File: src/hdl/svgpte_pkg.sv
// ----------------------------------------------------------------------------
// svgpte_pkg
// Types and constants shared by the path-token to absolute-element block.
// ----------------------------------------------------------------------------
`default_nettype none

package svgpte_pkg;

   // command letters (ascii)
   localparam logic [7:0] LTR_UP_M = 8'h4D;
   localparam logic [7:0] LTR_LO_M = 8'h6D;
   localparam logic [7:0] LTR_UP_L = 8'h4C;
   localparam logic [7:0] LTR_LO_L = 8'h6C;
   localparam logic [7:0] LTR_UP_H = 8'h48;
   localparam logic [7:0] LTR_LO_H = 8'h68;
   localparam logic [7:0] LTR_UP_V = 8'h56;
   localparam logic [7:0] LTR_LO_V = 8'h76;
   localparam logic [7:0] LTR_UP_C = 8'h43;
   localparam logic [7:0] LTR_LO_C = 8'h63;
   localparam logic [7:0] LTR_UP_Z = 8'h5A;
   localparam logic [7:0] LTR_LO_Z = 8'h7A;
   localparam logic [7:0] LTR_NONE = 8'h20;

   localparam int unsigned STORE_DEPTH = 5;

   typedef enum logic [1:0] {
      KIND_MOVE  = 2'd0,
      KIND_LINE  = 2'd1,
      KIND_CUBIC = 2'd2,
      KIND_CLOSE = 2'd3
   } elem_kind_type;

   typedef struct packed {
      logic               command;
      logic [7:0]         command_letter;
      logic signed [31:0] number_value;
   } req_item_type;

   typedef struct packed {
      elem_kind_type      element_kind;
      logic signed [31:0] end_x;
      logic signed [31:0] end_y;
      logic signed [31:0] first_ctrl_x;
      logic signed [31:0] first_ctrl_y;
      logic signed [31:0] second_ctrl_x;
      logic signed [31:0] second_ctrl_y;
   } rsp_item_type;

   // number of operands a command letter takes, zero for anything unusable
   function automatic logic [2:0] operands_needed(input logic [7:0] letter);
      logic [2:0] need;
      case (letter) inside
         LTR_UP_M, LTR_LO_M, LTR_UP_L, LTR_LO_L: need = 3'd2;
         LTR_UP_H, LTR_LO_H, LTR_UP_V, LTR_LO_V: need = 3'd1;
         LTR_UP_C, LTR_LO_C:                     need = 3'd6;
         default:                                need = 3'd0;
      endcase
      return need;
   endfunction

endpackage

`default_nettype wire

File: src/hdl/svg_path_token_to_absolute_elements_core.sv
// ----------------------------------------------------------------------------
// svg_path_token_to_absolute_elements_core
// Latency: a result item is valid on rsp_ in the cycle after its token is accepted.
// Throughput: one token per cycle; the only stall source is a full result
// register held by rsp_stall.
// Reset: synchronous; clears the current point, subpath start, operand count
// and sets the active letter to "no command". The operand store is not cleared.
// ----------------------------------------------------------------------------
`default_nettype none

module svg_path_token_to_absolute_elements_core #(
   parameter int COORD_WIDTH = 32
) (
   input  wire                       clock,
   input  wire                       reset,
   input  wire                       req_valid,
   output logic                      req_stall,
   input  svgpte_pkg::req_item_type  req_data,
   output logic                      rsp_valid,
   input  wire                       rsp_stall,
   output svgpte_pkg::rsp_item_type  rsp_data
);
   import svgpte_pkg::*;

   localparam int CW = COORD_WIDTH;
   localparam int EW = (CW > 32) ? CW : 32;

   localparam logic signed [CW-1:0] CMAX = {1'b0, {(CW-1){1'b1}}};
   localparam logic signed [CW-1:0] CMIN = {1'b1, {(CW-1){1'b0}}};

   typedef logic signed [CW-1:0] coord_type;

   function automatic coord_type sat_add(input coord_type a, input coord_type b);
      logic signed [CW:0] sum;
      sum = (CW+1)'(a) + (CW+1)'(b);
      if (sum > (CW+1)'(CMAX)) return CMAX;
      if (sum < (CW+1)'(CMIN)) return CMIN;
      return sum[CW-1:0];
   endfunction

   function automatic logic signed [31:0] to_port(input coord_type v);
      return 32'(v);
   endfunction

   // state
   logic [7:0]  active_letter_ff, active_letter_in;
   logic [2:0]  operand_count_ff, operand_count_in;
   coord_type   operand_store_ff [STORE_DEPTH];
   coord_type   current_x_ff, current_x_in;
   coord_type   current_y_ff, current_y_in;
   coord_type   start_x_ff, start_x_in;
   coord_type   start_y_ff, start_y_in;
   logic        rsp_valid_ff;
   rsp_item_type rsp_data_ff, rsp_data_in;

   logic        req_fire;
   logic        rsp_load;
   logic        store_we;
   logic [2:0]  need;
   logic        is_close;
   logic signed [EW-1:0] num_ext;
   coord_type   num_val;
   coord_type   op [6];
   coord_type   rel_x0, rel_y1, rel_x2, rel_y3, rel_x4, rel_y5, rel_v0;
   logic        rel;

   assign req_stall = rsp_valid_ff & rsp_stall;
   assign req_fire  = req_valid & ~req_stall;
   assign rsp_valid = rsp_valid_ff;
   assign rsp_data  = rsp_data_ff;

   assign need     = operands_needed(active_letter_ff);
   assign is_close = (req_data.command_letter == LTR_UP_Z) ||
                     (req_data.command_letter == LTR_LO_Z);
   assign rel      = (active_letter_ff >= 8'h61) && (active_letter_ff <= 8'h7A);

   // clamp the incoming number into the coordinate range
   always_comb begin
      num_ext = EW'(req_data.number_value);
      if (num_ext > EW'(CMAX)) begin
         num_val = CMAX;
      end else if (num_ext < EW'(CMIN)) begin
         num_val = CMIN;
      end else begin
         num_val = num_ext[CW-1:0];
      end
   end

   // last operand comes straight from the token, earlier ones from the store
   always_comb begin
      for (int k = 0; k < STORE_DEPTH; k++) begin
         op[k] = (operand_count_ff == 3'(k)) ? num_val : operand_store_ff[k];
      end
      op[5] = num_val;
   end

   assign rel_x0 = sat_add(op[0], current_x_ff);
   assign rel_y1 = sat_add(op[1], current_y_ff);
   assign rel_x2 = sat_add(op[2], current_x_ff);
   assign rel_y3 = sat_add(op[3], current_y_ff);
   assign rel_x4 = sat_add(op[4], current_x_ff);
   assign rel_y5 = sat_add(op[5], current_y_ff);
   assign rel_v0 = sat_add(op[0], current_y_ff);

   always_comb begin
      coord_type ex, ey;
      active_letter_in = active_letter_ff;
      operand_count_in = operand_count_ff;
      current_x_in     = current_x_ff;
      current_y_in     = current_y_ff;
      start_x_in       = start_x_ff;
      start_y_in       = start_y_ff;
      rsp_load         = 1'b0;
      store_we         = 1'b0;
      ex               = '0;
      ey               = '0;
      rsp_data_in      = '0;
      if (req_fire) begin
         if (req_data.command) begin
            active_letter_in = req_data.command_letter;
            operand_count_in = '0;
            if (is_close) begin
               current_x_in             = start_x_ff;
               current_y_in             = start_y_ff;
               rsp_load                 = 1'b1;
               rsp_data_in.element_kind = KIND_CLOSE;
               rsp_data_in.end_x        = to_port(start_x_ff);
               rsp_data_in.end_y        = to_port(start_y_ff);
            end
         end else if (need != 3'd0) begin
            if (({1'b0, operand_count_ff} + 4'd1) < {1'b0, need}) begin
               store_we         = 1'b1;
               operand_count_in = operand_count_ff + 3'd1;
            end else begin
               operand_count_in = '0;
               rsp_load         = 1'b1;
               case (active_letter_ff) inside
                  LTR_UP_M, LTR_LO_M, LTR_UP_L, LTR_LO_L: begin
                     ex           = rel ? rel_x0 : op[0];
                     ey           = rel ? rel_y1 : op[1];
                     current_x_in = ex;
                     current_y_in = ey;
                     rsp_data_in.end_x = to_port(ex);
                     rsp_data_in.end_y = to_port(ey);
                     if (active_letter_ff == LTR_UP_M || active_letter_ff == LTR_LO_M) begin
                        start_x_in               = ex;
                        start_y_in               = ey;
                        active_letter_in         = rel ? LTR_LO_L : LTR_UP_L;
                        rsp_data_in.element_kind = KIND_MOVE;
                     end else begin
                        rsp_data_in.element_kind = KIND_LINE;
                     end
                  end
                  LTR_UP_H, LTR_LO_H: begin
                     ex                       = rel ? rel_x0 : op[0];
                     current_x_in             = ex;
                     rsp_data_in.element_kind = KIND_LINE;
                     rsp_data_in.end_x        = to_port(ex);
                     rsp_data_in.end_y        = to_port(current_y_ff);
                  end
                  LTR_UP_V, LTR_LO_V: begin
                     ey                       = rel ? rel_v0 : op[0];
                     current_y_in             = ey;
                     rsp_data_in.element_kind = KIND_LINE;
                     rsp_data_in.end_x        = to_port(current_x_ff);
                     rsp_data_in.end_y        = to_port(ey);
                  end
                  default: begin
                     ex           = rel ? rel_x4 : op[4];
                     ey           = rel ? rel_y5 : op[5];
                     current_x_in = ex;
                     current_y_in = ey;
                     rsp_data_in.element_kind  = KIND_CUBIC;
                     rsp_data_in.end_x         = to_port(ex);
                     rsp_data_in.end_y         = to_port(ey);
                     rsp_data_in.first_ctrl_x  = to_port(rel ? rel_x0 : op[0]);
                     rsp_data_in.first_ctrl_y  = to_port(rel ? rel_y1 : op[1]);
                     rsp_data_in.second_ctrl_x = to_port(rel ? rel_x2 : op[2]);
                     rsp_data_in.second_ctrl_y = to_port(rel ? rel_y3 : op[3]);
                  end
               endcase
            end
         end
      end
   end

   always_ff @(posedge clock) begin
      if (reset) begin
         active_letter_ff <= LTR_NONE;
         operand_count_ff <= '0;
         current_x_ff     <= '0;
         current_y_ff     <= '0;
         start_x_ff       <= '0;
         start_y_ff       <= '0;
         rsp_valid_ff     <= 1'b0;
      end else begin
         active_letter_ff <= active_letter_in;
         operand_count_ff <= operand_count_in;
         current_x_ff     <= current_x_in;
         current_y_ff     <= current_y_in;
         start_x_ff       <= start_x_in;
         start_y_ff       <= start_y_in;
         if (rsp_load) begin
            rsp_valid_ff <= 1'b1;
         end else if (!rsp_stall) begin
            rsp_valid_ff <= 1'b0;
         end
      end
   end

   always_ff @(posedge clock) begin
      if (rsp_load) begin
         rsp_data_ff <= rsp_data_in;
      end
   end

   always_ff @(posedge clock) begin
      if (store_we) begin
         operand_store_ff[operand_count_ff] <= num_val;
      end
   end

   // a close letter always produces a close item next cycle
   a_close_emits: assert property (@(posedge clock) disable iff (reset)
      (req_fire && req_data.command && is_close) |=>
         (rsp_valid && rsp_data.element_kind == KIND_CLOSE))
      else $error("close letter did not produce a close item");

   // partial operand count always stays below what the active letter needs
   a_count_bound: assert property (@(posedge clock) disable iff (reset)
      (operand_count_ff != 3'd0) |-> (operand_count_ff < need))
      else $error("operand count out of range for active letter");

   // only cubic items carry control points
   a_ctrl_zero: assert property (@(posedge clock) disable iff (reset)
      (rsp_valid && rsp_data.element_kind != KIND_CUBIC) |->
         (rsp_data.first_ctrl_x == '0 && rsp_data.first_ctrl_y == '0 &&
          rsp_data.second_ctrl_x == '0 && rsp_data.second_ctrl_y == '0))
      else $error("control point set on a non-cubic item");

   // no item appears without an accepted token
   a_no_spurious: assert property (@(posedge clock) disable iff (reset)
      (!req_fire && !(rsp_valid && rsp_stall)) |=> !rsp_valid)
      else $error("result item without an accepted token");

endmodule

`default_nettype wire

File: config.mk
export PLATFORM = sky130hd
export DESIGN_NAME = svg_path_token_to_absolute_elements_core
export DESIGN_NICKNAME = d
export VERILOG_FILES = /design/src/hdl/svgpte_pkg.sv /design/src/hdl/svg_path_token_to_absolute_elements_core.sv
export SDC_FILE = /design/constraint.sdc
export NUM_CORES = 2
export LEC_CHECK = 0
export BUFFER_PORTS_ARGS = -buffer_cell sky130_fd_sc_hd__buf_2
export CELL_PAD_IN_SITES_DETAIL_PLACEMENT = 1
export CELL_PAD_IN_SITES_GLOBAL_PLACEMENT = 2
export CORE_MARGIN = 2
export CORE_UTILIZATION = 36
export CTS_CLUSTER_DIAMETER = 30
export DETAILED_ROUTE_END_ITERATION = 8
export PLACE_DENSITY_LB_ADDON = 0.1
export SETUP_SLACK_MARGIN = 0.1
export SYNTH_ARGS = -nofsm -noshare
export SYNTH_HDL_FRONTEND = slang
export SYNTH_SLANG_ARGS = --single-unit
File: constraint.sdc
create_clock -name clock -period 6.1 [get_ports clock]
set_clock_uncertainty 0.1 [all_clocks]
set_input_delay 0.305 -clock clock [delete_from_list [all_inputs] [get_ports clock]]
set_output_delay 0.305 -clock clock [all_outputs]
set_load 0.05 [all_outputs]
==> results by group <==
Clocking
  – CTS sink cnt: 494
  – H-tree depth: 4
  – Clk root buf: clkbuf_16
  – Num CTS Buffers: 144
  – CTS tree: yes
  – Clk Latency, worst-skew pair: 0.76 ns
  – Worst-path clk slew: 0.04 ns
  – CTS Buffer Depth: 3

Timing
  – Worst Tran Pin Value: 1.26 ns
  – Fmax: 169 MHz
  – Pins Over Slew Limit: 0
  – Final hold violation count: 0
  – Final setup fails: 0
  – Sum Neg Setup Slack: 0 ns
  – Unrepaired setup endpoints after global routing: yes
  – Tmin final: 5.92 ns
  – Period utilization: 97.0%
  – Slew margin rel.: 15.1%

Synth
  – Yosys warning count: 0
  – Top cells by count, synth: 354 x edfxtp_1, 346 x a21oi_1, 334 x nor2_1
  – Synth cell types: 114
  – Most frequent cell after synthesis: edfxtp_1
  – Post-Syn Area: 37300 um2
  – FF+latch count, synth: 494
  – Largest cells by area after synthesis: edfxtp_1 28%, ha_1 7.7%, dfxtp_1 7.5%, a21oi_1 4.6%, o21ai_0 3.7%
  – Mapped Cells: 4072
  – Main flop type after synthesis: edfxtp_1
  – Top-area cell type share of the netlist area: 28.5%
  – EDFF count, synth: 354
  – Post-synth ARST share: 0%
  – Mapped Nets: 4355
  – Yosys top cell by area: edfxtp_1
  – Syn Area/Cell: 9.17 um2
  – Register area share after synthesis: 36.0%

GRT
  – Largest net degree at the start of global routing: 113
  – Gr ovfl total: 0
  – First-pass GRT wire length: 271000 um
  – Vias in the first global route: 36.7k
  – Global Route Usage Sum: 35.0%
  – Initial antenna violation count: 11

Place
  – Number of cells after detailed placement: 5610
  – RD Place Congestion: 1.00
  – PortBufs: 240
  – Placed Area: 40800 um2
  – Post-DP HPWL: 143000 um

Power and ir drop
  – Pwr per Cell Area: 267 nW/um2
  – Logic gate share of total power: 7.9%
  – Flop pwr share: 29.4%
  – Clock share of power: 62.7%
  – Leakage power: 19.2 nW
  – Total power: 0.0123 W
  – P_sw: 0.00319 W
  – Switch share: 25.9%
  – VDD IR-drop max: 0.247 mV
  – Internal power: 0.00914 W

Detailed routing
  – DRC errors left: 0
  – WL/cell: 32.3 um
  – DR vias: 37.0k
  – Via density: 6.24
  – DR iter-0 viols: 3451
  – Final ANT Viol Nets: 0
  – 1st-pass router iterations: 6
  – WL final: 191000 um

Worst setup path
  – Critical path endpoint category: flop
  – Worst reg2reg path startpoint: operand_count_ff[0]$_SDFFE_PP0P_
  – Worst-path fanout max: 33
  – CP startpoint: operand_count_ff[0]$_SDFFE_PP0P_
  – Critical Path Source Type: flop
  – Critical Path RT: 6.50 ns
  – WP data arrival: 6.32 ns
  – WS Path Type: flop to flop

Worst hold path
  – Worst Hold Class: input port to flop
  – Hold path startpoint: req_data[22]

Finish
  – Post-route cell area: 46200 um2
  – Net count, final: 4703
  – Share of layout cells above drive strength 1: 19.7%
  – Fillers: 11.8k
  – Final Util: 44.8%
  – Area grow syn2layout: 23.7%
  – Final std cells w/o fill: 5929

Floorplanning
  – Die area: 106000 um2
  – Die X: 326 um
  – Starting Density: 36.2%
  – Total core area: 103000 um2
  – # rows: 118
  – Die Y: 326 um
  – I/O Pins: 241

Flow run
  – Max Cap Viol: 0

Status
  – Outcome: finished, final reports clean
## area by class of cell
type / count / area [um2] / share of cell area (%)
multi-input cells: 3183 / 22500 / 48.6
well taps: 1380 / 1730 / 3.74
flip-flops and latches: 494 / 13400 / 29.1
clock inverters: 96 / 1200 / 2.61
repair buffers: 470 / 3120 / 6.75
clock buffers: 173 / 3770 / 8.16
inverters: 127 / 482 / 1.04
diodes: 6 / 15.0 / 0.0325
## power by group through the flow
stage          logic (W)  clock network (W)  registers, W
4_1_cts         0.000945            0.00779       0.00362
3_3_place_gp    0.000921                  0       0.00368
2_1_floorplan   0.000487                  0       0.00367
5_1_grt          0.00101            0.00797       0.00362
3_5_place_dp    0.000920                  0       0.00368
6_report        0.000974            0.00773       0.00362
## sequential cells by signal, indices dropped and copies added (netlist names)
register          flops
current_x_ff         32
current_y_ff         32
rsp_data            194
operand_count_ff      3
start_y_ff           32
rsp_valid             1
operand_store_ff    160
start_x_ff           32
active_letter_ff      8
## what timing repair did
item | CTS | global route
resized for setup | 0 | 5
setup endpoints to repair | 0 | 25
hold buffers | 40 | 0
buffers inserted | 0 | 3
endpoints found under the hold margin | 110 | 0
## logic make-up (layout without fill, tap and decap cells)
logic type / count (synthesis) / in the layout / synth area share [%]
buffers and inverters: 396 / 866 / 4.31
other: 0 / 6 / 0
multiplexers: 181 / 181 / 5.26
flip-flops: 494 / 494 / 36.0
AND/OR/NAND/NOR: 1033 / 1033 / 12.9
AO/OA/AOI/OAI: 1511 / 1512 / 28.0
XOR/XNOR: 173 / 173 / 4.13
adder cells (fa/ha/maj): 284 / 284 / 9.36
## worst paths after layout
check                                           end  cells after the start  slack [ns]
hold / removal    operand_store_ff[0][22]$_DFFE_PP_                      1        0.05
hold reg to reg         start_x_ff[28]$_SDFFE_PP0P_                      2        0.38
setup / recovery        rsp_data[163]$_SDFFCE_PN0P_                     17        0.18
setup reg to reg        rsp_data[163]$_SDFFCE_PN0P_                     17        0.18
## placed cells by master, fill, tap and decap left out, types with 22 or more instances in the layout
| master | instances |
|---|---|
| o211ai_1 | 116 |
| a211oi_1 | 99 |
| clkinv_2 | 30 |
| or3_1 | 49 |
| xnor2_1 | 99 |
| ha_1 | 231 |
| a21o_1 | 129 |
| o221ai_1 | 35 |
| mux2_2 | 119 |
| dlygate4sd3_1 | 40 |
| o21ai_0 | 275 |
| a311oi_1 | 24 |
| a22oi_1 | 59 |
| and3_1 | 38 |
| clkbuf_16 | 144 |
| buf_2 | 239 |
| nand4_1 | 30 |
| clkbuf_1 | 23 |
| edfxtp_1 | 354 |
| o21bai_1 | 27 |
| a221oi_1 | 39 |
| o21a_1 | 33 |
| maj3_1 | 42 |
| dfxtp_1 | 140 |
| nand2_1 | 291 |
| a211o_1 | 30 |
| nor3_1 | 48 |
| xor2_1 | 71 |
| and2_1 | 35 |
| inv_1 | 124 |
| nor2_1 | 331 |
| nand3_1 | 91 |
| nand2b_1 | 22 |
| mux2i_1 | 61 |
| a221o_1 | 36 |
| a21oi_1 | 344 |
| a31oi_1 | 32 |
| buf_4 | 184 |
## per-stage QoR
step	hold slack (ns)	setup WS [ns]
after floorplan	0.329	0.432
after global placement	0.365	0.174
after detailed placement	0.360	0.237
after CTS	0.00371	0.210
after global routing	0.0213	0.0792
final	0.0547	0.181
## per-layer routing
metal,wire length [um],track usage (%)
met1,79000,44.6
met2,84700,54.2
met3,12500,5.60
met4,15100,24.9
met5,17,0
## critical path, stage by stage (launching register included)
cell and delay (ns):
dfxtp_1 0.54, inv_1 0.12, ha_1 0.24, nand2_1 0.11, buf_12 0.25, mux2i_1 0.39, inv_1 0.22, ha_1 0.46
a21oi_1 0.43, o211ai_1 0.20, a21bo_2 0.26, nor4_1 0.24, o21ba_2 0.25, mux2_4 0.41, nand2_1 0.47, a2bb2oi_1 0.54
nor2_1 0.11, a211o_1 0.28
(Power assumes the default switching activity.)
